## src/scfb_pkg.sv

```systemverilog
// shared types and constants for the sensor command frame builder
`default_nettype none

package scfb_pkg;

    localparam int BURST_MAX = 11;
    localparam int BURST_CNT_W = 4;
    localparam int CFG_INDEX_W = 2;

    localparam logic [CFG_INDEX_W-1:0] CFG_START_CODE = 2'd0;
    localparam logic [CFG_INDEX_W-1:0] CFG_DEVICE_ADDRESS = 2'd1;

    localparam logic ACT_START = 1'b0;
    localparam logic ACT_PAYLOAD = 1'b1;

    localparam logic [15:0] START_CODE_RESET = 16'hEF01;
    localparam logic [31:0] DEVICE_ADDRESS_RESET = 32'hFFFF_FFFF;

    localparam logic [BURST_CNT_W-1:0] HEADER_BYTES = 4'd9;
    localparam logic [BURST_CNT_W-1:0] SHORT_FRAME_BYTES = 4'd11;
    localparam logic [BURST_CNT_W-1:0] CLOSING_BYTES = 4'd3;

    // bytes caused by one input item, byte 0 goes out first
    typedef struct packed {
        logic [BURST_MAX-1:0][7:0] bytes;
        logic [BURST_CNT_W-1:0] count;
        logic ends_frame;
    } burst_t;

endpackage

`default_nettype wire

```

## src/scfb_frame_core.sv

```systemverilog
// frame state and per-item byte burst generation
`default_nettype none

module scfb_frame_core
    import scfb_pkg::*;
(
    input wire logic clk,
    input wire logic rst_n,
    input wire logic take,
    input wire logic action,
    input wire logic [7:0] frame_type,
    input wire logic [15:0] frame_length,
    input wire logic [7:0] payload_byte,
    input wire logic [15:0] start_code,
    input wire logic [31:0] device_address,
    output burst_t burst
);

    logic frame_open_reg, frame_open_next;
    logic [15:0] remaining_reg, remaining_next;
    logic [15:0] sum_reg, sum_next;
    logic [15:0] header_sum;
    logic [15:0] payload_sum;
    logic [15:0] remaining_dec;

    assign header_sum = 16'({8'h00, frame_length[15:8]}) + 16'({8'h00, frame_length[7:0]})
                      + 16'({8'h00, frame_type});
    assign payload_sum = sum_reg + {8'h00, payload_byte};
    assign remaining_dec = remaining_reg - 16'd1;

    always_comb
    begin
        burst = '0;
        frame_open_next = frame_open_reg;
        remaining_next = remaining_reg;
        sum_next = sum_reg;
        unique case (action)
            ACT_START:
            begin
                burst.bytes[0] = start_code[15:8];
                burst.bytes[1] = start_code[7:0];
                burst.bytes[2] = device_address[31:24];
                burst.bytes[3] = device_address[23:16];
                burst.bytes[4] = device_address[15:8];
                burst.bytes[5] = device_address[7:0];
                burst.bytes[6] = frame_type;
                burst.bytes[7] = frame_length[15:8];
                burst.bytes[8] = frame_length[7:0];
                sum_next = header_sum;
                if (frame_length <= 16'd2)
                begin
                    // no payload, checksum follows the header
                    burst.bytes[9] = header_sum[15:8];
                    burst.bytes[10] = header_sum[7:0];
                    burst.count = SHORT_FRAME_BYTES;
                    burst.ends_frame = 1'b1;
                    frame_open_next = 1'b0;
                    remaining_next = '0;
                end
                else
                begin
                    burst.count = HEADER_BYTES;
                    frame_open_next = 1'b1;
                    remaining_next = frame_length - 16'd2;
                end
            end
            ACT_PAYLOAD:
            begin
                if (frame_open_reg)
                begin
                    burst.bytes[0] = payload_byte;
                    sum_next = payload_sum;
                    remaining_next = remaining_dec;
                    if (remaining_dec == 16'd0)
                    begin
                        burst.bytes[1] = payload_sum[15:8];
                        burst.bytes[2] = payload_sum[7:0];
                        burst.count = CLOSING_BYTES;
                        burst.ends_frame = 1'b1;
                        frame_open_next = 1'b0;
                    end
                    else
                    begin
                        burst.count = 4'd1;
                    end
                end
            end
            default:
            begin
                burst = '0;
            end
        endcase
    end

    always_ff @(posedge clk or negedge rst_n)
    begin
        if (!rst_n)
        begin
            frame_open_reg <= 1'b0;
            remaining_reg <= '0;
            sum_reg <= '0;
        end
        else if (take)
        begin
            frame_open_reg <= frame_open_next;
            remaining_reg <= remaining_next;
            sum_reg <= sum_next;
        end
    end

endmodule

`default_nettype wire

```

## src/sensor_command_frame_builder.sv

```systemverilog
// top level: config registers, frame core and output byte serializer
//
// channel  signals                               role
// item     item_valid/item_ready + input fields   start or payload item in
// result   result_valid/result_ready + out fields one frame byte out
// cfg      cfg_valid/cfg_ready, cfg_index, data   register write, always ready
//
// an item is taken in the cycle its burst is computed; its bytes then leave
// one per cycle, while result_ready holds, from the output shift register; an
// item makes 1 to 11 bytes (0 for a dropped byte) and holds the output until
// the last of them transfers; the next item is taken as that last byte transfers
// reset clears the frame state and the output byte count and restores the registers
`default_nettype none

module sensor_command_frame_builder
    import scfb_pkg::*;
(
    input wire logic clk,
    input wire logic rst_n,
    input wire logic item_valid,
    output logic item_ready,
    input wire logic action,
    input wire logic [7:0] frame_type,
    input wire logic [15:0] frame_length,
    input wire logic [7:0] payload_byte,
    output logic result_valid,
    input wire logic result_ready,
    output logic [7:0] out_byte,
    output logic run_last,
    output logic frame_end,
    input wire logic cfg_valid,
    output logic cfg_ready,
    input wire logic [CFG_INDEX_W-1:0] cfg_index,
    input wire logic [31:0] cfg_data
);

    logic [15:0] start_code_reg;
    logic [31:0] device_address_reg;
    logic [BURST_MAX-1:0][7:0] bytes_reg;
    logic [BURST_CNT_W-1:0] count_reg;
    logic ends_reg;
    logic item_xfer;
    logic result_xfer;
    burst_t burst;

    assign cfg_ready = 1'b1;
    assign result_valid = (count_reg != '0);
    assign result_xfer = result_valid && result_ready;
    assign item_ready = (count_reg == '0) || ((count_reg == 4'd1) && result_ready);
    assign item_xfer = item_valid && item_ready;

    assign out_byte = bytes_reg[0];
    assign run_last = (count_reg == 4'd1);
    assign frame_end = ends_reg && (count_reg == 4'd1);

    always_ff @(posedge clk or negedge rst_n)
    begin
        if (!rst_n)
        begin
            start_code_reg <= START_CODE_RESET;
            device_address_reg <= DEVICE_ADDRESS_RESET;
        end
        else if (cfg_valid && cfg_ready)
        begin
            unique case (cfg_index)
                CFG_START_CODE:     start_code_reg <= cfg_data[15:0];
                CFG_DEVICE_ADDRESS: device_address_reg <= cfg_data;
                default:            ;
            endcase
        end
    end

    scfb_frame_core u_core (
        .clk            (clk),
        .rst_n          (rst_n),
        .take           (item_xfer),
        .action         (action),
        .frame_type     (frame_type),
        .frame_length   (frame_length),
        .payload_byte   (payload_byte),
        .start_code     (start_code_reg),
        .device_address (device_address_reg),
        .burst          (burst)
    );

    always_ff @(posedge clk or negedge rst_n)
    begin
        if (!rst_n)
        begin
            count_reg <= '0;
            ends_reg <= 1'b0;
        end
        else if (item_xfer)
        begin
            count_reg <= burst.count;
            ends_reg <= burst.ends_frame;
        end
        else if (result_xfer)
        begin
            count_reg <= count_reg - 4'd1;
        end
    end

    // burst bytes, shifted down one byte per transfer
    always_ff @(posedge clk)
    begin
        if (item_xfer)
            bytes_reg <= burst.bytes;
        else if (result_xfer)
            bytes_reg <= bytes_reg >> 8;
    end

    property p_end_is_last;
        @(posedge clk) disable iff (!rst_n)
        (result_valid && frame_end) |-> run_last;
    endproperty
    a_end_is_last: assert property (p_end_is_last)
        else $error("frame end on a byte that is not the last of its burst");

    property p_no_take_mid_burst;
        @(posedge clk) disable iff (!rst_n)
        (count_reg > 4'd1) |-> !item_ready;
    endproperty
    a_no_take_mid_burst: assert property (p_no_take_mid_burst)
        else $error("item taken while a burst still has bytes queued");

    property p_burst_continues;
        @(posedge clk) disable iff (!rst_n)
        (result_xfer && !run_last) |=> result_valid;
    endproperty
    a_burst_continues: assert property (p_burst_continues)
        else $error("burst stopped before its last byte");

    property p_start_burst_len;
        @(posedge clk) disable iff (!rst_n)
        (item_xfer && (action == ACT_START)) |=>
            (count_reg == HEADER_BYTES) || (count_reg == SHORT_FRAME_BYTES);
    endproperty
    a_start_burst_len: assert property (p_start_burst_len)
        else $error("start item produced a burst of the wrong length");

endmodule

`default_nettype wire
```

## config.mk

```make
export PLATFORM = sky130hd
export DESIGN_NAME = sensor_command_frame_builder
export DESIGN_NICKNAME = d
export VERILOG_FILES = /design/src/scfb_pkg.sv /design/src/scfb_frame_core.sv /design/src/sensor_command_frame_builder.sv
export SDC_FILE = /design/constraint.sdc
export NUM_CORES = 1
export LEC_CHECK = 0
export BUFFER_PORTS_ARGS = -buffer_cell sky130_fd_sc_hd__buf_2
export CAP_MARGIN = 20
export CORE_ASPECT_RATIO = 1.5
export CORE_MARGIN = 4
export CORE_UTILIZATION = 35
export DETAILED_ROUTE_END_ITERATION = 6
export PLACE_DENSITY_LB_ADDON = 0.2
export SYNTH_ARGS = -nofsm -noshare
export SYNTH_HDL_FRONTEND = slang
export SYNTH_SLANG_ARGS = --single-unit
```

## constraint.sdc

```tcl
create_clock -name clk -period 7.4 [get_ports clk]
set_input_delay 1.11 -clock clk [delete_from_list [all_inputs] [get_ports clk]]
set_output_delay 1.11 -clock clk [all_outputs]
set_load 0.02 [all_outputs]
```

# Word level (Yosys, flattened, before mapping)
# Cells that the tools add are included.
# totals
register_bits,174
n_memories,0
ram_bits,0
elab_cells,64
latch_bits,0
output_inout_bits,13
inputBits,72
rom_bits,0
# classes
muxes,22
magnitude_cmp,1
n_bitwise,1
div_mod_pow,0
multipliers,0
n_reduce_logical,13
add_sub_neg,6
n_shift,0
eq_ne,3
# op_table
cell,count
88-bit two-way mux,2
16-bit two-way mux,5
64-bit two-way mux,1
16-bit one-hot mux with 2 select lines,2
29-bit one-hot mux with 2 select lines,1
16-bit by 8-bit adder with 16-bit output,2
29-bit two-way mux,1
16-bit by 2-bit <= comparator with 1-bit output (second input constant),1
16-bit zero test,1
16-bit by 1-bit subtractor with 16-bit output (second input constant),1
16-bit by 2-bit subtractor with 16-bit output (second input constant),1
8-bit by 8-bit adder with 9-bit output,1
4-bit two-way mux,2
2-bit AND reduction,3
1-bit two-way mux,5
4-bit by 1-bit equality test with 1-bit output (second input constant),1
1-bit logical AND,4
4-bit zero test,1
2-bit two-way mux,2
4-bit nonzero test,1
4-bit by 1-bit subtractor with 4-bit output (second input constant),1
2-bit by 1-bit equality test with 1-bit output (second input constant),1
2-bit zero test,1
2-bit by 1-bit inequality test with 1-bit output (second input constant),1
other kinds (4),4

# Logic depth before layout (Yosys ltp)
# Gate-level depths: netlist of the first run.
# depth
ltp_word,6
depth_mapped,15
depth_no_buf,15

# Cells and area by module
# A second synthesis of the first run with hierarchy kept.
# hier_totals
cells_unflattened,1031
hier_area_um2,10050.9
# modules_own_cells
module,cells_each,instances,area_each_um2,seq_area_each_um2
sensor_command_frame_builder,508,1,5999.5,4018.9
scfb_frame_core,523,1,4051.4,825.8

# Worst setup path before layout of the first run
# OpenSTA, ideal clock, no wires.
# synth_path
path_kind,input-to-reg
from,input frame_length[0]
to,register u_core.sum_reg[7]
path_buffers,0
setup_time_ns,0.082
t_required_ns,7.318
cell_stages,15
arrival_ns,3.675
setup_slack_ns,3.643
path_cell_list,ha_1 -> fa_1 -> a21o_1 -> a21oi_1 -> nor2b_1 -> o21a_1 -> nor2_1 -> xnor2_1 -> ha_1 -> o21ai_0 -> a22oi_1 -> nand2_1 -> xor2_1 -> or2_2 -> a31oi_1
# synth_between
elab_chain_len,3
# synth_lines
item,line_no,rtl
"start, declared",sensor_command_frame_builder.sv:24,"input wire logic [15:0] frame_length,"
8-bit by 8-bit adder with 9-bit output,scfb_frame_core.sv:26,"assign header_sum = 16'({8'h00, frame_length[15:8]}) + 16'({8'h00, frame_length[7:0]})"
16-bit by 8-bit adder with 16-bit output,scfb_frame_core.sv:27,"+ 16'({8'h00, frame_type});"
16-bit one-hot mux with 2 select lines,scfb_frame_core.sv:37,unique case (action)
"end signal, assigned",scfb_frame_core.sv:107,sum_reg <= sum_next;
"end, declared",scfb_frame_core.sv:21,"logic [15:0] sum_reg, sum_next;"
# Every way passes these cells.
# A chain may end at the register's enable or synchronous reset.

# Final worst setup path of the first run
# Ends and elaborated chain as after synthesis.

==> results of run 1 <==
-- worst register-to-register path, cell delays in order (launching register included) --
cell and delay, ps:
dfrtp_1 450, inv_1 120, ha_1 340, or4b_4 580
or3b_1 370, a211o_1 340, a21oi_2 150, nand4b_2 460
a32oi_1 380
-- cell type report --
type / instances / area [sq um] / area share [%]
Timing Repair Buffer: 91 / 478 / 4.45
Clock inverter: 13 / 116 / 1.08
Sequential cell: 174 / 4840 / 45.1
Inverter: 14 / 53.8 / 0.500
Tap cell: 337 / 422 / 3.92
Clock buffer: 19 / 443 / 4.12
Multi-Input combinational cell: 685 / 4390 / 40.9
-- Yosys cell counts, types with 14 or more instances --
library cell and instances:
inv_1 14, nand2_1 143, o21ai_0 85, dfrtp_1 46, dfstp_2 40, nor2_1 67
nor3_1 18, xor2_1 20, xnor2_1 21, edfxtp_1 88, mux2_2 49, clkbuf_1 45
ha_1 31, and3_1 20, a21oi_1 45
-- metal layers --
layer	up-vias	global-route usage, %	share of wire [%]
li1	3479	-	-
met1	3463	22.1	41
met2	130	31.8	53
met3	29	2.70	3.5
met4	0	5.71	2.4
met5	-	0	0
-- path summary, 6_finish.rpt --
| check | from | to | slack (ps) |
|---|---|---|---|
| setup / recovery | frame_length[0] | u_core.sum_reg[7] | 3690 |
| hold / removal | u_core.sum_reg[2] | u_core.sum_reg[2] | 480 |
| setup reg to reg | u_core.remaining_reg[0] | count_reg[1] | 4120 |
| max in group asynchronous | rst_n | start_code_reg[4] | 5640 |
| min in group asynchronous | rst_n | start_code_reg[2] | 580 |
| hold reg to reg | u_core.sum_reg[2] | u_core.sum_reg[2] | 480 |
-- power by group --
part	switching, mW	internal (mW)	total [mW]
combinational	0.802	0.491	1.29
sequential	0.186	1.39	1.57
clock	0.400	0.474	0.873
-- placed cells by master, fill, tap and decap left out, types with 7 or more instances in the layout --
cell type,n
nor3_1,17
a211oi_1,9
dfrtp_1,46
o21ai_1,10
a221oi_1,8
a21o_1,10
buf_2,82
ha_1,31
inv_1,12
clkbuf_16,17
xnor2_1,21
dfstp_2,40
edfxtp_1,88
buf_4,9
nor2_1,66
nor4_1,8
and3_1,20
nand2_1,143
a31oi_1,7
xor2_1,20
and2_1,9
o21ai_2,10
a21oi_1,45
nand4_1,10
mux2_2,49
o21ai_0,85
nand3_1,11
-- cell families (layout without fill, tap and decap cells) --
logic type | count (synthesis) | count (layout) | synth area share (%)
xor gates and xnor gates | 41 | 41 | 3.76
other | 1 | 1 | 0.0392
adders and majority gates | 34 | 34 | 4.69
and+or+nand+nor | 324 | 324 | 15.9
buffers and inverters | 74 | 137 | 3.51
AOI/OAI and AO/OA | 230 | 230 | 15.0
muxes | 55 | 55 | 6.40
DFF | 174 | 174 | 50.7
==> results by group, run 1 <==
Outcome
  • Outcome: finished, final reports clean

Floorplan
  • Boundary Pins: 85
  • Chip Width: 143 um
  • Die ar.: 30100 sq um
  • Die Y: 210 um
  • Starting Density: a little over a third
  • Core region area: around 27000 sq um
  • Rows: between 70 and 80

Timing
  • Layout Skew: 11.3 ps
  • Final Cycle Share: 50.1%
  • Final hold vios: 0
  • Worst Max-Slew Pin Slew: slightly above 1000 ps
  • Worst Setup Slack, final: between 3000 and 4000 ps
  • Final setup violation count: 0
  • Slew Limit Fails: 0
  • Slew margin rel.: 31.2%
  • Setup_tns: 0 ps
  • Tmin final: 3710 ps
  • RSZ-0062 raised after global routing: false
  • Hold slack: 480 ps
  • FMAX: 270 MHz

CTS
  • TritonCTS clock tree: done
  • Buffer depth of the longest clock path: 2
  • Root Buffer: clkbuf_16
  • Total CTS buffers: 17
  • Postcts setup bufs: 0
  • Clock insertion delay at the later pin of the skew report: 440 ps
  • Clock slew at reported path FFs: around 60 ps
  • Sink Count: about 170
  • Resized cells post-CTS: 0
  • Hold Buf Count CTS: 0
  • H-tree depth: 4

Placed design
  • Placed Instances: 1301
  • DP HPWL: approximately 19000 um
  • GPL Wtd Cong: 0.867
  • IO Port Bufs: 83
  • Pre-CTS WS: 3280 ps
  • Placed cell areas: roughly 10000 sq um

Finish
  • Nets: about 1100
  • Post-Layout Cell Count: 1333
  • Design area: 10800 sq um
  • Filler Cell Count: 2664
  • Max reg flops: 80
  • # diodes: 0
  • Post-route core utilization: 40.3%
  • Area Overhead vs Synth: 12.5%
  • Share of cells above drive strength 1: 23.2%

GRT
  • Total grt overflow: 0
  • Initial antenna violation count: 0
  • Vias in the first global route: about 7100
  • Largest net degree at the start of global routing: 86
  • First-pass GRT wire length: 41200 um
  • Total GRT Usage: between 10% and 20%

Logic synthesis
  • Area share of the largest cell type after synthesis: around 28%
  • Async SR Flop Fraction: 49.4%
  • Synth Flop Type: edfxtp_1
  • Gate Count Post-Synth: 933
  • Post-synth top area cell: edfxtp_1
  • Unique cell type count in the Yosys netlist: 70
  • Register area share after synthesis: 50.7%
  • Mean Syn Cell Area: about 10 sq um
  • Total number of yosys warnings: 0
  • Post-Synthesis Net Count: 1039
  • Post-synthesis register bit count: ~170
  • Synth area leaders: edfxtp_1 (28%), dfrtp_1 (12%), dfstp_2 (11%)
  • Post-Syn Area: 9550 sq um
  • EDFF count, synth: 88

Routing
  • Via density: 5.33
  • TritonRoute pass-1 iters: 4
  • Vias: 7101
  • Avg WL per Cell: 19.8 um
  • Drt drc: 0
  • 1st-iter DRT viols: 481
  • Final ANT Viol Nets: 0
  • Routed wire length: 26400 um

Setup path
  • Worst setup path class: input pin to register
  • Buf/Inv on CP: 1
  • Worst path top cell family by delay: compound AO/OA/AOI/OAI gates
  • Crit end category: register
  • Worst EP arrival: ~4000 ps
  • Worst Path Max Fanout: 4
  • CP Cell Sequence: buf_2 -> ha_1 -> fa_1 -> a21o_1 -> a21oi_1 -> nor2b_1 -> o21a_1 -> nor2_1 -> xnor2_1 -> ha_1 -> o21ai_0 -> a22oi_1 -> nand2_1 -> xor2_1 -> or2_2 -> a31oi_1
  • CP max-delay cell: fa_1
  • Crit start category: input pin
  • Worst path max stage delay: 410 ps
  • CP Data Required Time: just under 8000 ps
  • Crit path depth: 16
  • Most numerous cell on the critical path: ha_1
  • Reg2Reg Depth: 8

Power
  • Total Power: 3.74 mW
  • PwrDens: 348 nW/um^2
  • Maximum VDD drop: 0.183 mV
  • Leak: 4.42 nW

Worst hold path
  • Hold Path Depth: 2
  • Worst min-delay path class: register to register

Flow run
  • Max-cap violations: 0
No activity file was read; power rests on OpenSTA's default activity.
==> inputs of run 2 (changes only) <==
- ABC_AREA: not set -> 1
- clock period: 7.4 -> 3.5 ns (I/O delays scaled with it)
==> run 2 against run 1 <==
Against the previous run:
- clock power is 120% higher
- critical path type unchanged
- routed wire length increased by 0.57%
- first-iteration DRC count rose by 6.2%
- register-to-register slack worse by 3300 ps
==> results by group, run 2 <==
Outcome
  • Outcome: finished, final reports clean (unchanged)

Placed design
  • Placed cell areas: 10200 sq um (about the same)
  • DP HPWL: 19900 um (was 19000 um)
  • IO Port Bufs: 83 (unchanged)
  • Placed Instances: 1399 (was 1301)
  • GPL Wtd Cong: 0.870 (was 0.867)

Timing
  • Slew Limit Fails: 0 (unchanged)
  • Setup_tns: 0 ps (unchanged)
  • Worst Max-Slew Pin Slew: 871 ps (was 1030 ps)
  • Layout Skew: 10.2 ps (was 11.3 ps)
  • Slew margin rel.: 41.8% (was 31.2%)
  • FMAX: 350 MHz
  • Final hold vios: 0 (unchanged)
  • Final setup violation count: 0 (unchanged)
  • RSZ-0062 raised after global routing: false (unchanged)
  • Final Cycle Share: 81.6%
  • Tmin final: 2860 ps

GRT
  • First-pass GRT wire length: 41500 um (was 41200 um)
  • Largest net degree at the start of global routing: 60 (was 86)
  • Total GRT Usage: 18.2% (was 17.9%)
  • Vias in the first global route: 7174 (was 7105)
  • Total grt overflow: 0 (unchanged)
  • Initial antenna violation count: 0 (unchanged)

Finish
  • Area occupied by multi-input gates: 3950 sq um (was 4390 sq um)
  • # diodes: 0 (unchanged)
  • Share of cells above drive strength 1: 21.8% (was 23.2%)
  • Design area: 10800 sq um (about the same)
  • Most common cell after layout, fill and taps aside: nand2_1 (unchanged)
  • Reg area: 4840 sq um (unchanged)
  • Most frequent cells in the layout: nand2_1 (222), inv_1 (98), edfxtp_1 (88) (was nand2_1 (143), edfxtp_1 (88), o21ai_0 (85))
  • Max reg flops: 80 (unchanged)
  • Filler Cell Count: 2715 (was 2664)
  • Post-Layout Cell Count: 1431 (was 1333)
  • Nets: 1187 (was 1089)
  • Area Overhead vs Synth: 13.7% (was 12.5%)

Floorplan
  • Rows: 73 (unchanged)
  • Starting Density: 35.6% (was 35.8%)
  • Die Y: 209 um (was 210 um)
  • Core region area: 26600 sq um (was 26700 sq um)
  • Die ar.: 29800 sq um (was 30100 sq um)
  • Boundary Pins: 85 (unchanged)
  • Chip Width: 142 um (was 143 um)

Routing
  • 1st-iter DRT viols: 511 (was 481)
  • Drt drc: 0 (unchanged)
  • Routed wire length: 26600 um (was 26400 um)
  • Via density: 5.07 (was 5.33)
  • Avg WL per Cell: 18.6 um (was 19.8 um)
  • Vias: 7261 (was 7101)
  • Final ANT Viol Nets: 0 (unchanged)
  • TritonRoute pass-1 iters: 4 (unchanged)

Logic synthesis
  • Area share of the largest cell type after synthesis: 27.9% (was 27.7%)
  • Post-synthesis register bit count: 174 (unchanged)
  • Unique cell type count in the Yosys netlist: 45 (was 70)
  • EDFF count, synth: 88 (unchanged)
  • Synth area leaders: edfxtp_1 (28%), dfrtp_1 (12%), dfstp_2 (11%) (unchanged)
  • Top-count cell post-synth: nand2_1 (unchanged)
  • Post-Syn Area: 9460 sq um (was 9550 sq um)
  • Gate Count Post-Synth: 1013 (was 933)
  • Synth Flop Type: edfxtp_1 (unchanged)
  • Async SR Flop Fraction: 49.4% (unchanged)
  • Post-synth top area cell: edfxtp_1 (unchanged)
  • Top post-synthesis cells by count: nand2_1 (222), inv_1 (99), edfxtp_1 (88) (was nand2_1 (143), edfxtp_1 (88), o21ai_0 (85))
  • Register area share after synthesis: 51.2% (was 50.7%)
  • Total number of yosys warnings: 0 (unchanged)
  • Post-Synthesis Net Count: 1119 (was 1039)
  • Mean Syn Cell Area: 9.34 sq um (was 10.2 sq um)

Setup path
  • Worst Path Max Fanout: 5 (was 4)
  • Reg2Reg Depth: 13 (was 8)
  • Crit end category: register (unchanged)
  • FF-to-FF setup slack: 860 ps (was 4120 ps)
  • Worst EP arrival: 3040 ps (was 4060 ps)
  • R2R Path Start: count_reg[1] (was u_core.remaining_reg[0])
  • RR Endpoint: u_core.sum_reg[2] (was count_reg[1])
  • Worst setup path class: input pin to register (unchanged)
  • CP Data Required Time: 3690 ps (was 7750 ps)
  • Crit start category: input pin (unchanged)

CTS
  • Sink Count: 174 (unchanged)
  • Buffer depth of the longest clock path: 2 (unchanged)
  • Clock slew at reported path FFs: 70 ps (was 60 ps)
  • Total CTS buffers: 17 (unchanged)
  • TritonCTS clock tree: done (unchanged)
  • H-tree depth: 4 (unchanged)
  • Hold Buf Count CTS: 0 (unchanged)
  • Resized cells post-CTS: 0 (unchanged)
  • Root Buffer: clkbuf_16 (unchanged)
  • Clock insertion delay at the later pin of the skew report: 430 ps (was 440 ps)
  • Postcts setup bufs: 0 (unchanged)

Worst hold path
  • Worst min-delay path class: input pin to async pin (was register to register)

Power
  • Maximum VDD drop: 0.376 mV (was 0.183 mV)
  • PwrDens: 665 nW/um^2 (was 348 nW/um^2)
  • Leak: 4.76 nW (was 4.42 nW)
  • Total Power: 7.15 mW (was 3.74 mW)

Flow run
  • Max-cap violations: 0 (unchanged)
[run 2: area by class of cell]
class	instances	share of cell area (%)
clock buffer	21	4.57
clock inverter	11	1.02
inverter	112	3.92
multi-input combinational	680	36.7
sequential	174	45.0
tap	337	3.92
timing repair buffer	96	4.79
[run 2: worst max path at each step]
| stage | from | to | cells past startpoint |
|---|---|---|---|
| final | frame_length[10] | bytes_reg[72] | 17 |
| after global routing | frame_length[10] | u_core.sum_reg[8] | 19 |
| after CTS | frame_length[10] | bytes_reg[72] | 17 |
| after detailed placement | frame_length[10] | bytes_reg[72] | 17 |
| after global placement | frame_length[10] | bytes_reg[72] | 17 |
| after floorplan | count_reg[0] | count_reg[2] | 9 |
[run 2: logic make-up after synthesis]
logic type | after synthesis | share of synthesized area [%]
fa+ha+maj | 34 | 4.73
mux | 16 | 1.90
compound gates | 197 | 13.0
flops | 174 | 51.2
other cells | 1 | 0.0396
simple gates | 401 | 19.1
xor+xnor | 31 | 2.95
buf+inv | 159 | 7.05
[run 2: metal layers]
metal	up-vias	global-route usage [%]	share of wire [%]
met5	-	0	0
met2	145	32.4	54
met3	48	2.58	3.2
li1	3552	-	-
met4	0	8.05	4.0
met1	3516	21.5	39
[run 2: metrics by stage]
stage | hold slack [ps] | utilization [%] | setup slack [ps]
finish | 179 | 40.5 | 645
global placement | 471 | 38.2 | 238
floorplan | 229 | - | 131
global route | 235 | 40.5 | 403
detailed placement | 474 | 38.2 | 193
CTS | 217 | 40.5 | 652
[run 2: critical path: stages]
cell and delay [ps]:
buf_2 130, ha_1 330, a21oi_1 150, nand2_1 100, a21oi_1 150, o21ai_0 150
nand2_1 90, nand2_1 50, a21oi_1 170, xnor2_1 90, ha_1 340, nand2_1 90
o21ai_0 160, a21oi_1 70, or2_2 310, nand3_1 80, nand2_1 50
[run 2: where the power goes]
part | internal, mW | total (mW) | switching [mW] | leakage, nW
Sequential | 2.81 | 3.13 | 0.324 | 1.84
Combinational | 0.763 | 2.06 | 1.30 | 2.62
Clock | 1.14 | 1.95 | 0.811 | 0.293
Total | 4.72 | 7.15 | 2.43 | 4.76
==> inputs of run 3 (changes only) <==
- clock period: 3.5 -> 2.5 ns (I/O delays scaled with it)
==> run 3 against run 2 <==
Against the previous run:
- sequential share of layout area fell by 2.1 points
- hold slack got worse by 4.2 ps
- power rose by 42%
- clock skew fell by 2.4 ps
- non-clock buffer count rose by 44
- utilization rose by 1.9 points
- highest routed layer unchanged
==> results by group, run 3 (synthesized netlist as in run 2, its figures left out) <==
Outcome
  • Outcome: finished, final reports clean (unchanged)

Setup path
  • Worst setup path class: input pin to register (unchanged)
  • Crit start category: input pin (unchanged)
  • FF-to-FF setup slack: 200 ps (was 860 ps)
  • Reg2Reg Depth: 14 (was 13)
  • Worst Path Max Fanout: 5 (unchanged)
  • Crit path depth: 14 (was 17)
  • Worst path top cell family by delay: adder cells (was compound AO/OA/AOI/OAI gates)
  • CP Cell Sequence: buf_2 -> ha_2 -> fa_2 -> nand3_2 -> nand2_2 -> a21oi_2 -> xnor2_1 -> ha_1 -> nand2_1 -> nor2_1 -> a21oi_2 -> or2_4 -> nand3_2 -> nand2_1 (was buf_2 -> ha_1 -> a21oi_1 -> nand2_1 -> a21oi_1 -> o21ai_0 -> nand2_1 -> nand2_1 -> a21oi_1 -> xnor2_1 -> ha_1 -> nand2_1 -> o21ai_0 -> a21oi_1 -> or2_2 -> nand3_1 -> nand2_1)
  • Crit end category: register (unchanged)
  • Worst path max stage delay: 380 ps (was 340 ps)
  • CP Data Required Time: 2690 ps (was 3690 ps)
  • Buf/Inv on CP: 1 (unchanged)
  • Worst EP arrival: 2530 ps (was 3040 ps)
  • CP max-delay cell: fa_2 (was ha_1)

CTS
  • Root Buffer: clkbuf_16 (unchanged)
  • TritonCTS clock tree: done (unchanged)
  • Clock slew at reported path FFs: 70 ps (about the same)
  • Buffer depth of the longest clock path: 2 (unchanged)
  • H-tree depth: 4 (unchanged)
  • Clock insertion delay at the later pin of the skew report: 430 ps (about the same)
  • Sink Count: 174 (unchanged)
  • Total CTS buffers: 17 (unchanged)

Timing
  • Slew margin rel.: 44.7% (was 41.8%)
  • Tmin final: 2340 ps
  • FMAX: 427 MHz
  • Slew Limit Fails: 0 (unchanged)
  • Final hold vios: 0 (unchanged)
  • Layout Skew: 7.71 ps (was 10.2 ps)
  • Hold slack: 175 ps (was 179 ps)
  • Worst Max-Slew Pin Slew: 827 ps (was 871 ps)
  • Final Cycle Share: 93.7%
  • Final setup violation count: 0 (unchanged)

Floorplan
  • Chip Width: 142 um (unchanged)
  • Die ar.: 29800 sq um (unchanged)
  • Core region area: 26600 sq um (unchanged)
  • Rows: 73 (unchanged)
  • Boundary Pins: 85 (unchanged)
  • Die Y: 209 um (unchanged)
  • Starting Density: 35.6% (unchanged)

Routing
  • Final ANT Viol Nets: 0 (unchanged)
  • TritonRoute pass-1 iters: 5 (was 4)
  • Via density: 4.98 (was 5.07)
  • Avg WL per Cell: 18.2 um (was 18.6 um)
  • 1st-iter DRT viols: 443 (was 511)
  • Vias: 7340 (was 7261)
  • Drt drc: 0 (unchanged)
  • Routed wire length: 26800 um (was 26600 um)

Finish
  • Post-Layout Cell Count: 1475 (was 1431)
  • Most frequent cells in the layout: nand2_1 (220), inv_1 (96), edfxtp_1 (88) (was nand2_1 (222), inv_1 (98), edfxtp_1 (88))
  • Area Overhead vs Synth: 19.1% (was 13.7%)
  • Most common cell after layout, fill and taps aside: nand2_1 (unchanged)
  • Share of cells above drive strength 1: 26.5% (was 21.8%)
  • Nets: 1231 (was 1187)
  • # diodes: 0 (unchanged)
  • Max reg flops: 80 (unchanged)

GRT
  • Total grt overflow: 0 (unchanged)
  • Total GRT Usage: 18.3% (was 18.2%)
  • Largest net degree at the start of global routing: 53 (was 60)
  • First-pass GRT wire length: 41900 um (was 41500 um)
  • Initial antenna violation count: 0 (unchanged)
  • Vias in the first global route: 7420 (was 7174)

Placed design
  • GPL Wtd Cong: 0.866 (was 0.870)
  • DP HPWL: 20700 um (was 19900 um)
  • IO Port Bufs: 83 (unchanged)
  • Placed Instances: 1442 (was 1399)

Flow run
  • Max-cap violations: 0 (unchanged)

Power
  • Maximum VDD drop: 0.510 mV (was 0.376 mV)
  • PwrDens: 902 nW/um^2 (was 665 nW/um^2)
  • Leak: 5.00 nW (was 4.76 nW)

Worst hold path
  • Hold Path Depth: 2
  • Worst min-delay path class: input pin to register (was input pin to async pin)
[run 3: changes by cell type in the layout (fill, tap and decap cells not counted), sizes merged]
cell	previous run	this run
buf	96	139
clkinv	8	2
inv	111	115
clkbuf	21	24
bufinv	2	1
dlygate4sd3	0	1
[run 3: layer usage]
metal | track usage, % | wire length (um) | vias up
met5 | 0 | 0 | -
met4 | 5.73 | 589 | 0
met3 | 2.62 | 812 | 32
met2 | 34.8 | 15200 | 132
met1 | 20.7 | 10200 | 3537
li1 | - | - | 3639
[run 3: path summary, 6_finish.rpt]
path	startpoint	endpoint
max in group asynchronous	rst_n	device_address_reg[21]
hold / removal	cfg_data[20]	device_address_reg[20]
setup reg to reg	u_core.remaining_reg[0]	bytes_reg[20]
setup / recovery	frame_length[0]	bytes_reg[72]
hold reg to reg	u_core.sum_reg[3]	u_core.sum_reg[3]
min in group asynchronous	rst_n	count_reg[0]
[run 3: cell type report]
cell class,instances,area [sq um]
sequential,174,4840
clock inverter,8,78.8
inverter,112,427
multi-input combinational,680,4070
clock buffer,24,482
fill,2642,15300
timing repair buffer,140,948
tap,337,422
[run 3: power by group]
| part | internal (mW) | switching (mW) |
|---|---|---|
| Combinational | 1.29 | 1.94 |
| Sequential | 3.93 | 0.431 |
| Clock | 1.46 | 1.12 |
[run 3: stage by stage]
stage	power (mW)	setup slack (ps)	setup TNS (ps)	utilization (%)	area, sq um
after CTS	10.2	10.1	0	42.2	11200
after detailed placement	7.63	-303	-3030	40.1	10700
after global routing	10.8	-34.8	-34.8	42.4	11300
after global placement	7.59	-286	-2720	40.1	10700
final	10.2	157	0	42.4	11300
after floorplan	6.51	-198	-17700	-	9540
[run 3: repair_timing]
item | 4_1_cts | 5_1_grt
endpoints found under the setup margin | 0 | 24
gates resized for setup | 0 | 12
endpoints found under the hold margin | 38 | 0
setup buffers | 0 | 0
hold buffers | 1 | 0
